**src/rtl/prl_pkg.sv**
```systemverilog
`default_nettype none

package prl_pkg;

   localparam int MAX_TASKS = 16;
   localparam int ID_BITS   = 8;
   localparam int PRIO_BITS = 8;

   localparam int IDX_BITS = (MAX_TASKS > 1) ? $clog2(MAX_TASKS) : 1;
   localparam int CNT_BITS = $clog2(MAX_TASKS + 1);

   localparam int TASK_WORD_BITS  = 8;
   localparam int PRIO_WORD_BITS  = 8;
   localparam int COUNT_WORD_BITS = 5;

   localparam logic FUNC_INSERT = 1'b0;
   localparam logic FUNC_DELETE = 1'b1;

   typedef enum logic [1:0] {
      ST_DONE    = 2'd0,
      ST_LISTED  = 2'd1,
      ST_FULL    = 2'd2,
      ST_MISSING = 2'd3
   } status_type;

   typedef struct packed {
      logic load;
      logic step;
      logic ins;
      logic del;
   } dp_cmd_type;

   typedef struct packed {
      logic scan_done;
      logic found;
      logic full;
   } dp_stat_type;

endpackage

`default_nettype wire

```
**src/rtl/prl_ctrl.sv**
```systemverilog
`default_nettype none

module prl_ctrl (
   input  wire logic               clock,
   input  wire logic               reset,
   input  wire logic               start,
   input  wire logic               req_func,
   output logic                    busy,
   output prl_pkg::dp_cmd_type     cmd,
   input  wire prl_pkg::dp_stat_type stat,
   output logic                    rsp_valid,
   output prl_pkg::status_type     rsp_status
);
   import prl_pkg::*;

   typedef enum logic [1:0] {
      S_IDLE,
      S_SCAN,
      S_DECIDE
   } state_type;

   state_type  state_ff;
   logic       func_ff;
   logic       rsp_valid_ff;
   status_type rsp_status_ff;

   always_comb begin
      cmd      = '0;
      cmd.load = (state_ff == S_IDLE) && start;
      cmd.step = (state_ff == S_SCAN) && !stat.scan_done;
      if (state_ff == S_DECIDE) begin
         cmd.ins = (func_ff == FUNC_INSERT) && !stat.found && !stat.full;
         cmd.del = (func_ff == FUNC_DELETE) && stat.found;
      end
   end

   always_ff @(posedge clock) begin
      if (reset) begin
         state_ff      <= S_IDLE;
         func_ff       <= FUNC_INSERT;
         rsp_valid_ff  <= 1'b0;
         rsp_status_ff <= ST_DONE;
      end else begin
         rsp_valid_ff <= 1'b0;
         unique case (state_ff)
            S_IDLE: begin
               if (start) begin
                  func_ff  <= req_func;
                  state_ff <= S_SCAN;
               end
            end
            S_SCAN: begin
               if (stat.scan_done) begin
                  state_ff <= S_DECIDE;
               end
            end
            S_DECIDE: begin
               rsp_valid_ff <= 1'b1;
               state_ff     <= S_IDLE;
               if (func_ff == FUNC_INSERT) begin
                  priority if (stat.found) rsp_status_ff <= ST_LISTED;
                  else if (stat.full)      rsp_status_ff <= ST_FULL;
                  else                     rsp_status_ff <= ST_DONE;
               end else begin
                  rsp_status_ff <= stat.found ? ST_DONE : ST_MISSING;
               end
            end
            default: state_ff <= S_IDLE;
         endcase
      end
   end

   assign busy       = (state_ff != S_IDLE);
   assign rsp_valid  = rsp_valid_ff;
   assign rsp_status = rsp_status_ff;

endmodule

`default_nettype wire

```
**src/rtl/prl_datapath.sv**
```systemverilog
`default_nettype none

module prl_datapath (
   input  wire logic                                   clock,
   input  wire logic                                   reset,
   input  wire prl_pkg::dp_cmd_type                    cmd,
   output prl_pkg::dp_stat_type                        stat,
   input  wire logic [prl_pkg::TASK_WORD_BITS-1:0]     req_task_id,
   input  wire logic [prl_pkg::PRIO_WORD_BITS-1:0]     req_priority_req,
   output logic [prl_pkg::TASK_WORD_BITS-1:0]          head_task,
   output logic                                        head_valid,
   output logic [prl_pkg::COUNT_WORD_BITS-1:0]         task_count
);
   import prl_pkg::*;

   logic [ID_BITS-1:0]   slot_task_ff [MAX_TASKS];
   logic [ID_BITS-1:0]   slot_task_in [MAX_TASKS];
   logic [PRIO_BITS-1:0] slot_prio_ff [MAX_TASKS];
   logic [PRIO_BITS-1:0] slot_prio_in [MAX_TASKS];

   logic [CNT_BITS-1:0]  count_ff, count_in;
   logic [CNT_BITS-1:0]  idx_ff, idx_in;
   logic [CNT_BITS-1:0]  hit_ff, hit_in;
   logic [CNT_BITS-1:0]  pos_ff, pos_in;
   logic                 found_ff, found_in;
   logic                 seen_ff, seen_in;
   logic [ID_BITS-1:0]   req_id_ff, req_id_in;
   logic [PRIO_BITS-1:0] req_prio_ff, req_prio_in;

   logic [ID_BITS-1:0]   rd_task;
   logic [PRIO_BITS-1:0] rd_prio;

   assign rd_task = slot_task_ff[idx_ff[IDX_BITS-1:0]];
   assign rd_prio = slot_prio_ff[idx_ff[IDX_BITS-1:0]];

   always_comb begin
      idx_in      = idx_ff;
      hit_in      = hit_ff;
      pos_in      = pos_ff;
      found_in    = found_ff;
      seen_in     = seen_ff;
      req_id_in   = req_id_ff;
      req_prio_in = req_prio_ff;
      count_in    = count_ff;
      for (int j = 0; j < MAX_TASKS; j++) begin
         slot_task_in[j] = slot_task_ff[j];
         slot_prio_in[j] = slot_prio_ff[j];
      end

      if (cmd.load) begin
         idx_in      = '0;
         hit_in      = '0;
         pos_in      = count_ff;
         found_in    = 1'b0;
         seen_in     = 1'b0;
         req_id_in   = ID_BITS'(req_task_id);
         req_prio_in = PRIO_BITS'(req_priority_req);
      end

      if (cmd.step) begin
         idx_in = idx_ff + CNT_BITS'(1);
         if (rd_task == req_id_ff) begin
            found_in = 1'b1;
            hit_in   = idx_ff;
         end
         if (!seen_ff && (rd_prio < req_prio_ff)) begin
            seen_in = 1'b1;
            pos_in  = idx_ff;
         end
      end

      if (cmd.ins) begin
         for (int j = 1; j < MAX_TASKS; j++) begin
            if (CNT_BITS'(j) > pos_ff) begin
               slot_task_in[j] = slot_task_ff[j-1];
               slot_prio_in[j] = slot_prio_ff[j-1];
            end
         end
         slot_task_in[pos_ff[IDX_BITS-1:0]] = req_id_ff;
         slot_prio_in[pos_ff[IDX_BITS-1:0]] = req_prio_ff;
         count_in = count_ff + CNT_BITS'(1);
      end

      if (cmd.del) begin
         for (int j = 0; j < MAX_TASKS - 1; j++) begin
            if (CNT_BITS'(j) >= hit_ff) begin
               slot_task_in[j] = slot_task_ff[j+1];
               slot_prio_in[j] = slot_prio_ff[j+1];
            end
         end
         count_in = count_ff - CNT_BITS'(1);
      end
   end

   always_ff @(posedge clock) begin
      if (reset) begin
         count_ff <= '0;
      end else begin
         count_ff <= count_in;
      end
   end

   always_ff @(posedge clock) begin
      idx_ff      <= idx_in;
      hit_ff      <= hit_in;
      pos_ff      <= pos_in;
      found_ff    <= found_in;
      seen_ff     <= seen_in;
      req_id_ff   <= req_id_in;
      req_prio_ff <= req_prio_in;
      for (int j = 0; j < MAX_TASKS; j++) begin
         slot_task_ff[j] <= slot_task_in[j];
         slot_prio_ff[j] <= slot_prio_in[j];
      end
   end

   assign stat.scan_done = (idx_ff == count_ff);
   assign stat.found     = found_ff;
   assign stat.full      = (count_ff == CNT_BITS'(MAX_TASKS));

   assign head_valid = (count_ff != '0);
   assign head_task  = head_valid ? TASK_WORD_BITS'(slot_task_ff[0]) : '0;
   assign task_count = COUNT_WORD_BITS'(count_ff);

endmodule

`default_nettype wire

```
**src/rtl/priority_ready_list_unit.sv**
```systemverilog
// channel   | ports                                        | handshake
// ----------+----------------------------------------------+--------------------------
// request   | req_func, req_task_id, req_priority_req      | taken when start & !busy
// response  | rsp_status, rsp_head_task, rsp_head_valid,   | rsp_valid, one cycle,
//           | rsp_task_count                               | cannot be held off
//
// Each word runs a linear scan over the listed entries, one entry a cycle, then
// shifts the list in a decide state as the response is registered.
// busy falls with rsp_valid, so the next word may start in the response cycle.
// Synchronous reset empties the list; slot contents are not cleared.
// The receiver cannot stall; each response is shown for exactly one cycle.
`default_nettype none

module priority_ready_list_unit (
   input  wire logic                                clock,
   input  wire logic                                reset,
   input  wire logic                                start,
   output logic                                     busy,
   input  wire logic                                req_func,
   input  wire logic [prl_pkg::TASK_WORD_BITS-1:0]  req_task_id,
   input  wire logic [prl_pkg::PRIO_WORD_BITS-1:0]  req_priority_req,
   output logic                                     rsp_valid,
   output logic [1:0]                               rsp_status,
   output logic [prl_pkg::TASK_WORD_BITS-1:0]       rsp_head_task,
   output logic                                     rsp_head_valid,
   output logic [prl_pkg::COUNT_WORD_BITS-1:0]      rsp_task_count
);
   import prl_pkg::*;

   dp_cmd_type  cmd;
   dp_stat_type stat;
   status_type  status;

   prl_ctrl u_ctrl (
      .clock      (clock),
      .reset      (reset),
      .start      (start),
      .req_func   (req_func),
      .busy       (busy),
      .cmd        (cmd),
      .stat       (stat),
      .rsp_valid  (rsp_valid),
      .rsp_status (status)
   );

   prl_datapath u_datapath (
      .clock            (clock),
      .reset            (reset),
      .cmd              (cmd),
      .stat             (stat),
      .req_task_id      (req_task_id),
      .req_priority_req (req_priority_req),
      .head_task        (rsp_head_task),
      .head_valid       (rsp_head_valid),
      .task_count       (rsp_task_count)
   );

   assign rsp_status = status;

endmodule

`default_nettype wire

```
**config.mk**
```make
export PLATFORM = sky130hd
export DESIGN_NAME = priority_ready_list_unit
export DESIGN_NICKNAME = d
export VERILOG_FILES = /design/src/rtl/prl_pkg.sv /design/src/rtl/prl_ctrl.sv /design/src/rtl/prl_datapath.sv /design/src/rtl/priority_ready_list_unit.sv
export SDC_FILE = /design/constraint.sdc
export NUM_CORES = 1
export LEC_CHECK = 0
export BUFFER_PORTS_ARGS = -buffer_cell sky130_fd_sc_hd__buf_2
export CAP_MARGIN = 20
export CORE_AREA = 2 2 185 187
export CTS_CLUSTER_DIAMETER = 120
export DETAILED_ROUTE_END_ITERATION = 12
export DIE_AREA = 0 0 187 189
export PLACE_DENSITY = 0.71
export SYNTH_ARGS = -nofsm -noshare
export SYNTH_HDL_FRONTEND = slang
export SYNTH_SLANG_ARGS = --single-unit
```
**constraint.sdc**
```tcl
create_clock -name clock -period 4.75 [get_ports clock]
set_input_delay 0.7125 -clock clock [delete_from_list [all_inputs] [get_ports clock]]
set_output_delay 0.7125 -clock clock [all_outputs]
set_load 0.05 [all_outputs]
```
Yosys cells after proc, flatten, opt, wreduce, memory -nomap -nowiden
Memories as Yosys holds them, arrays and structs flattened. A register that Yosys moved wholly into a read port is not among the register bits.
Cells that the tools add are included.
Storage, ports and cells
  bits in writable memories: 256
  register bits: 44
  input bits: 20
  output and inout bits: 18
  memories kept: 2
  logic and storage cells: 203
Cells by class
  add/sub/neg operators: 3
  equal/unequal tests: 7
  muxes and demuxes: 126
  $lt $le $gt $ge: 33
  reductions and logical operators: 18
  bitwise gates (word level): 2
Memory list
  u_datapath.slot_prio_ff: words 16, width 8, rd ports 17, clocked after Yosys merged registers in 1, wr ports 16, line prl_datapath.sv:18  | logic [PRIO_BITS-1:0] slot_prio_ff [MAX_TASKS];
  u_datapath.slot_task_ff: words 16, width 8, rd ports 17, clocked after Yosys merged registers in 1, wr ports 16, line prl_datapath.sv:16  | logic [ID_BITS-1:0] slot_task_ff [MAX_TASKS];
Operators with widths (count)
  8-bit 2-to-1 mux: 92
  128-bit bitwise mux: 2
  128-bit 2-to-1 mux: 2
  120-bit 2-to-1 mux: 2
  5-bit 2-to-1 mux: 10
  4-bit by 5-bit greater-than comparator with 1-bit output, first input constant: 8
  4-bit by 5-bit greater-or-equal comparator with 1-bit output, first input constant: 7
  8-bit demux with 4-bit select: 1
  3-bit by 5-bit greater-or-equal comparator with 1-bit output, first input constant: 4
  3-bit by 5-bit greater-than comparator with 1-bit output, first input constant: 4
  2-bit 2-to-1 mux: 7
  5-bit by 1-bit adder with 5-bit output, second input constant: 2
  1-bit by 5-bit greater-or-equal comparator with 1-bit output, first input constant: 2
  2-bit by 5-bit greater-or-equal comparator with 1-bit output, first input constant: 2
  2-bit by 5-bit greater-than comparator with 1-bit output, first input constant: 2
  8-bit == test: 1
  8-bit less-than comparator: 1
  4-bit 2-to-1 mux: 2
  1-bit logical AND: 7
  1-bit 2-to-1 mux: 7
  2-bit nonzero test: 3
  5-bit == test: 1
  5-bit == test, second input constant: 1
  5-bit greater-or-equal comparator, second input constant: 1
  14 further kinds: 18

Depth between registers and ports, before layout
  word-level depth: 9
  depth in mapped cells: 14
  depth with buffers taken out: 10

By module
A second synthesis with hierarchy kept.
Second synthesis, totals
  cells, all modules: 2111
  area, all modules: 17380.4 um2
By module, submodules not included
  prl_datapath: seq. area each 6336.1 um2, times used 1, cells an instance 2082, area each 17110.2 um2
  prl_ctrl: seq. area each 120.1 um2, times used 1, cells an instance 29, area each 270.3 um2

Worst setup path before layout
OpenSTA, ideal clock, no wires.
  path type: register -> register
  from: reg (tool-made name)
  to: reg u_datapath.pos_ff[0]
  clock period less this slack: 3810 ps
  arrival: 3689 ps
  required time: 4629 ps
  slack: 940 ps
  buffers on the path: 4
  cell stages (with the launch flop): 11
  library setup time: 121 ps
  path through: dfxtp_1 buf_6 buf_2 buf_2 buf_2 mux4_2 mux4_2 ha_1 nand4_1 o31ai_1 mux2_2
RTL lines
  end signal: assignment: line prl_datapath.sv:106  | pos_ff <= pos_in;
  end: declaration: line prl_datapath.sv:24  | logic [CNT_BITS-1:0] pos_ff, pos_in;

==> results.md <==
Synthesis:
- In this run, synthesis inferred 37 flip-flops with an integrated enable.
- Summing the areas of all xor and xnor instances in the mapped netlist gives roughly 1.1% of the synthesized area.
- The number of standard cells after synthesis is between 2000 and 2500.
- The simple logic cell fraction of the synthesized area is between 15 and 20%.
- The net count of the mapped netlist is ~2100.
- The cell area that synthesis handed to floorplanning was between 15000 and 20000 sq um.
- The portion of synthesized cell area occupied by the leading cell type is 31.2%.
- The total of flip-flops plus latches after synthesis is a little over 300.
- Summing the areas of all fa, ha and maj instances in the mapped netlist gives 1.07% of the synthesized area.
- The number of different library cells used by synthesis comes to 53.
- The synthesized netlist devotes 20.4% of its cell area to compound gates.
- The synthesis warning total is 0.
- By area, the combinational part of the netlist is dominated by compound AO/OA/AOI/OAI gates.
- In the synthesized netlist the dominant register cell turns out to be sky130_fd_sc_hd__dfxtp_1.
- The biggest area contributor in the post-synthesis netlist is sky130_fd_sc_hd__dfxtp_1.
- After synthesis, the mean cell area works out to ~8.4 sq um.
- The fraction of synthesized area in multiplexers is between 15 and 20%.
- Of all flip-flops after synthesis, the portion carrying an async set or reset was 0%.
- The share of the Yosys chip area taken by registers is a little under two fifths.
- By area the synthesized netlist is led by sky130_fd_sc_hd__dfxtp_1, sky130_fd_sc_hd__o21ai_0, sky130_fd_sc_hd__nand2_1, sky130_fd_sc_hd__mux2i_1, sky130_fd_sc_hd__mux4_2.

Floorplanning:
- The initial utilization of the core area, before any placement, comes to 51.4%.
- Measured along the y axis, the die boundary spans 189 um.
- For this design the top-level I/O count stands at 38.
- Measured along the x axis, the die boundary spans ~190 um.
- The area inside the core boundary is 33300 sq um.
- The floorplan step defined a die boundary enclosing 35300 sq um.
- In this run the core area contains 67 standard-cell rows.

Timing:
- The final-report hold violation count came to 0.
- Setup violations remaining at the end of the flow were counted as 0.
- The share of the clock period used by the worst path after layout is 83.4%.
- The worst clock skew on the final layout is 0.0143 ns.
- The sum of negative setup slack is 0 ns.
- The fmax is about 0.25 GHz.
- The worst slew margin relative to its limit is between 20% and 30%.
- The max-slew violation total from the final report came to 0.
- For the finished layout, the period the worst path requires is about 4 ns.
- Setup repair after global routing left no endpoint under its margin.
- For the pin with the worst max-slew slack, the measured transition is roughly 1.1 ns.
- Setup slack on the critical path of the routed design comes to 0.788 ns.

Power:
- The total power consumption of the routed design is ~11 mW.
- The leakage power total is around 6.7 nW.
- In this run the power density over the cells is 568 nW/um^2.
- The worst ir drop on vdd is between 0.2 and 0.3 mV.

Clock tree:
- The CTS root buffer is sky130_fd_sc_hd__clkbuf_16.
- The post-cts sizing count is 0.
- The clock edge transition at the registers on the reported setup and hold paths is roughly 0.060 ns.
- The number of H-tree levels is 2.
- The hold buffer count at cts is 0.
- The TritonCTS buffer count is 34.
- TritonCTS built the clock tree.
- The buffers inserted during post-CTS setup optimization is 0.
- In this run the deepest clock path goes through 3 buffers.
- The clock net in this run drives a total of around 300 sinks.
- The insertion delay to the later sink of the worst-skew pair is ~0.53 ns.

Placed design:
- The final RePlAce weighted congestion is ~0.94.
- The post-detailed-placement half-perimeter wirelength is between 30000 and 40000 um.
- Summing all placed instances gives a cell area of ~18000 sq um.
- OpenSTA, run right after detailed placement, puts the worst setup slack at 0.750 ns.
- The count of port buffers added during placement is 37.

Finish:
- Leaving out fill and tap cells, the most frequent cells in the layout are sky130_fd_sc_hd__nand2_1, sky130_fd_sc_hd__o21ai_0, sky130_fd_sc_hd__dfxtp_1.
- The library cell used most frequently in the layout, excluding fill and tap cells, is sky130_fd_sc_hd__nand2_1.
- The antenna diode count is 0.
- The area taken by flip-flops and latches is ~6500 sq um.
- In the final layout, the share of cells above drive strength 1 is 12.6%.
- The summed area of non-filler cells in the final layout is ~19000 sq um.
- The area occupied by multi-input gates is 9940 sq um.
- The net count of the finished layout is between 2000 and 2500.
- Compared with the post-synthesis result, the final layout area differs by 9.88%.
- The number of fill cells is about 3000.

Min path:
- Counting instances, the worst hold path has a depth of 1.
- The critical hold path startpoint is req_task_id[2].
- The class of the most critical hold timing path is in -> reg.
- The hold path endpoint is u_datapath.req_id_ff[2].

Global route:
- The first global-routing pass estimated roughly 80000 um of wire.
- Entering global routing, the biggest net connects 47 pins.
- The total overflow left after global routing is 0.
- The number of antenna violations at the first check in global routing was 0.
- For this run, the total global-route usage over all layers was measured as between 20 and 30%.
- The via count of the first global-routing pass is 13950.

Drt:
- The average routed wire per standard cell is 21.0 um.
- The first-iteration detailed-routing DRC count is between 1500 and 2000.
- The number of vias per cell is 6.18.
- The first TritonRoute pass finished after 5 iterations.
- The count of vias placed by the detailed router is 15183.
- The total routed wirelength is roughly 52000 um.
- The DRC violations left is 0.
- The count of nets left with antenna violations once routing finished came out at 0.

Worst setup path:
- The data arrival time of the worst path is 4.38 ns.
- The path depth of the worst reg2reg path is 6.
- The endpoint of the worst register-to-register path is u_datapath.pos_ff[3].
- By startpoint and endpoint, the worst setup path is classified as reg -> reg.
- The slack of the worst reg-to-reg path is 0.79 ns.
- STA classifies the critical path endpoint as a flip-flop.
- The largest fanout of any net on the critical path is 46.
- The data required time of the worst path is slightly above 5 ns.
- STA classifies the critical path startpoint as a flip-flop.

Job:
- The number of max-cap violations is 0.

Outcome:
- The flow ran to the end, and the final reports show no timing, DRC or antenna violations.
==> sequential cells by signal (all words and copies together), names as in the netlist, named ones only <==
| register | count |
|---|---|
| u_ctrl.rsp_valid | 1 |
| u_datapath.slot_task_ff | 120 |
| u_ctrl.func_ff | 1 |
| u_datapath.req_id_ff | 8 |
| u_datapath.task_count | 5 |
| u_datapath.idx_ff | 5 |
| u_ctrl.state_ff | 2 |
| u_datapath.seen_ff | 1 |
| u_datapath.pos_ff | 5 |
| u_datapath.req_prio_ff | 8 |
| u_datapath.found_ff | 1 |
| u_ctrl.rsp_status | 2 |
| u_datapath.slot_prio_ff | 120 |
| u_datapath.hit_ff | 5 |
==> cell type report <==
class,instances,share of cell area [%]
clock inverter,11,0.566
sequential,304,34.4
tap,448,2.98
inverter,28,0.559
multi-input combinational,1527,52.9
clock buffer,50,5.34
timing repair buffer,88,3.29
==> synth_stat cells (10+ instances only) <==
| cell | count |
|---|---|
| sky130_fd_sc_hd__clkbuf_1 | 144 |
| sky130_fd_sc_hd__xor2_1 | 13 |
| sky130_fd_sc_hd__nand3_1 | 22 |
| sky130_fd_sc_hd__buf_1 | 10 |
| sky130_fd_sc_hd__mux2i_1 | 157 |
| sky130_fd_sc_hd__ha_1 | 13 |
| sky130_fd_sc_hd__nor2b_1 | 23 |
| sky130_fd_sc_hd__nor3_1 | 11 |
| sky130_fd_sc_hd__dfxtp_1 | 267 |
| sky130_fd_sc_hd__a211oi_1 | 24 |
| sky130_fd_sc_hd__nand2b_1 | 17 |
| sky130_fd_sc_hd__nand2_1 | 425 |
| sky130_fd_sc_hd__edfxtp_1 | 37 |
| sky130_fd_sc_hd__o21ai_0 | 360 |
| sky130_fd_sc_hd__o22ai_1 | 48 |
| sky130_fd_sc_hd__buf_2 | 16 |
| sky130_fd_sc_hd__a21oi_1 | 92 |
| sky130_fd_sc_hd__mux4_2 | 64 |
| sky130_fd_sc_hd__a21o_1 | 30 |
| sky130_fd_sc_hd__o211ai_1 | 47 |
| sky130_fd_sc_hd__nor2_1 | 104 |
| sky130_fd_sc_hd__mux2_2 | 11 |
| sky130_fd_sc_hd__inv_1 | 26 |
==> critical path: stages (launching register included) <==
cell and delay (ns):
sky130_fd_sc_hd__dfxtp_4 0.93, sky130_fd_sc_hd__mux4_2 0.66, sky130_fd_sc_hd__mux4_2 0.49, sky130_fd_sc_hd__ha_1 0.28, sky130_fd_sc_hd__nand4_1 0.13, sky130_fd_sc_hd__o31ai_1 0.90, sky130_fd_sc_hd__mux2_2 0.42
==> how the worst max path moves through the flow <==
stage                           endpoint  startpoint  slack (ns)  depth (start not counted)
global route        u_datapath.pos_ff[2]   flip-flop        0.64                          6
global placement    u_datapath.pos_ff[2]   flip-flop        0.83                          6
floorplan           u_datapath.pos_ff[0]   flip-flop        0.94                         10
finish              u_datapath.pos_ff[3]   flip-flop        0.79                          6
detailed placement  u_datapath.pos_ff[0]   flip-flop        0.75                          6
CTS                 u_datapath.pos_ff[3]   flip-flop        0.77                          6
==> metrics by stage <==
step	util [%]	instances	hold slack, ns
6_report	56.5	2456	0.355
3_3_place_gp	52.9	2389	0.444
3_5_place_dp	52.9	2390	0.455
2_1_floorplan	-	2036	0.435
5_1_grt	56.5	2456	0.343
4_1_cts	56.3	2451	0.342
==> cells by family after synthesis <==
logic type               Yosys count
AND/OR/NAND/NOR                  625
AO/OA/AOI/OAI                    623
flip-flops                       304
buffers and inverters            205
XOR/XNOR                          22
adder cells (fa/ha/maj)           14
multiplexers                     243
==> per-layer routing <==
metal / track usage [%] / share of wire (%) / routed length, um
met2: 44.1 / 44 / 22700
met1: 40.7 / 43 / 22200
met3: 6.10 / 11 / 5540
met4: 7.63 / 1.9 / 992
met5: 0 / 0 / 0
==> where the power goes <==
group	switching, mW	total, mW	internal (mW)
registers	1.29	4.83	3.54
logic	1.51	3.17	1.66
clock network	1.10	2.68	1.58
(Power assumes the default switching activity.)
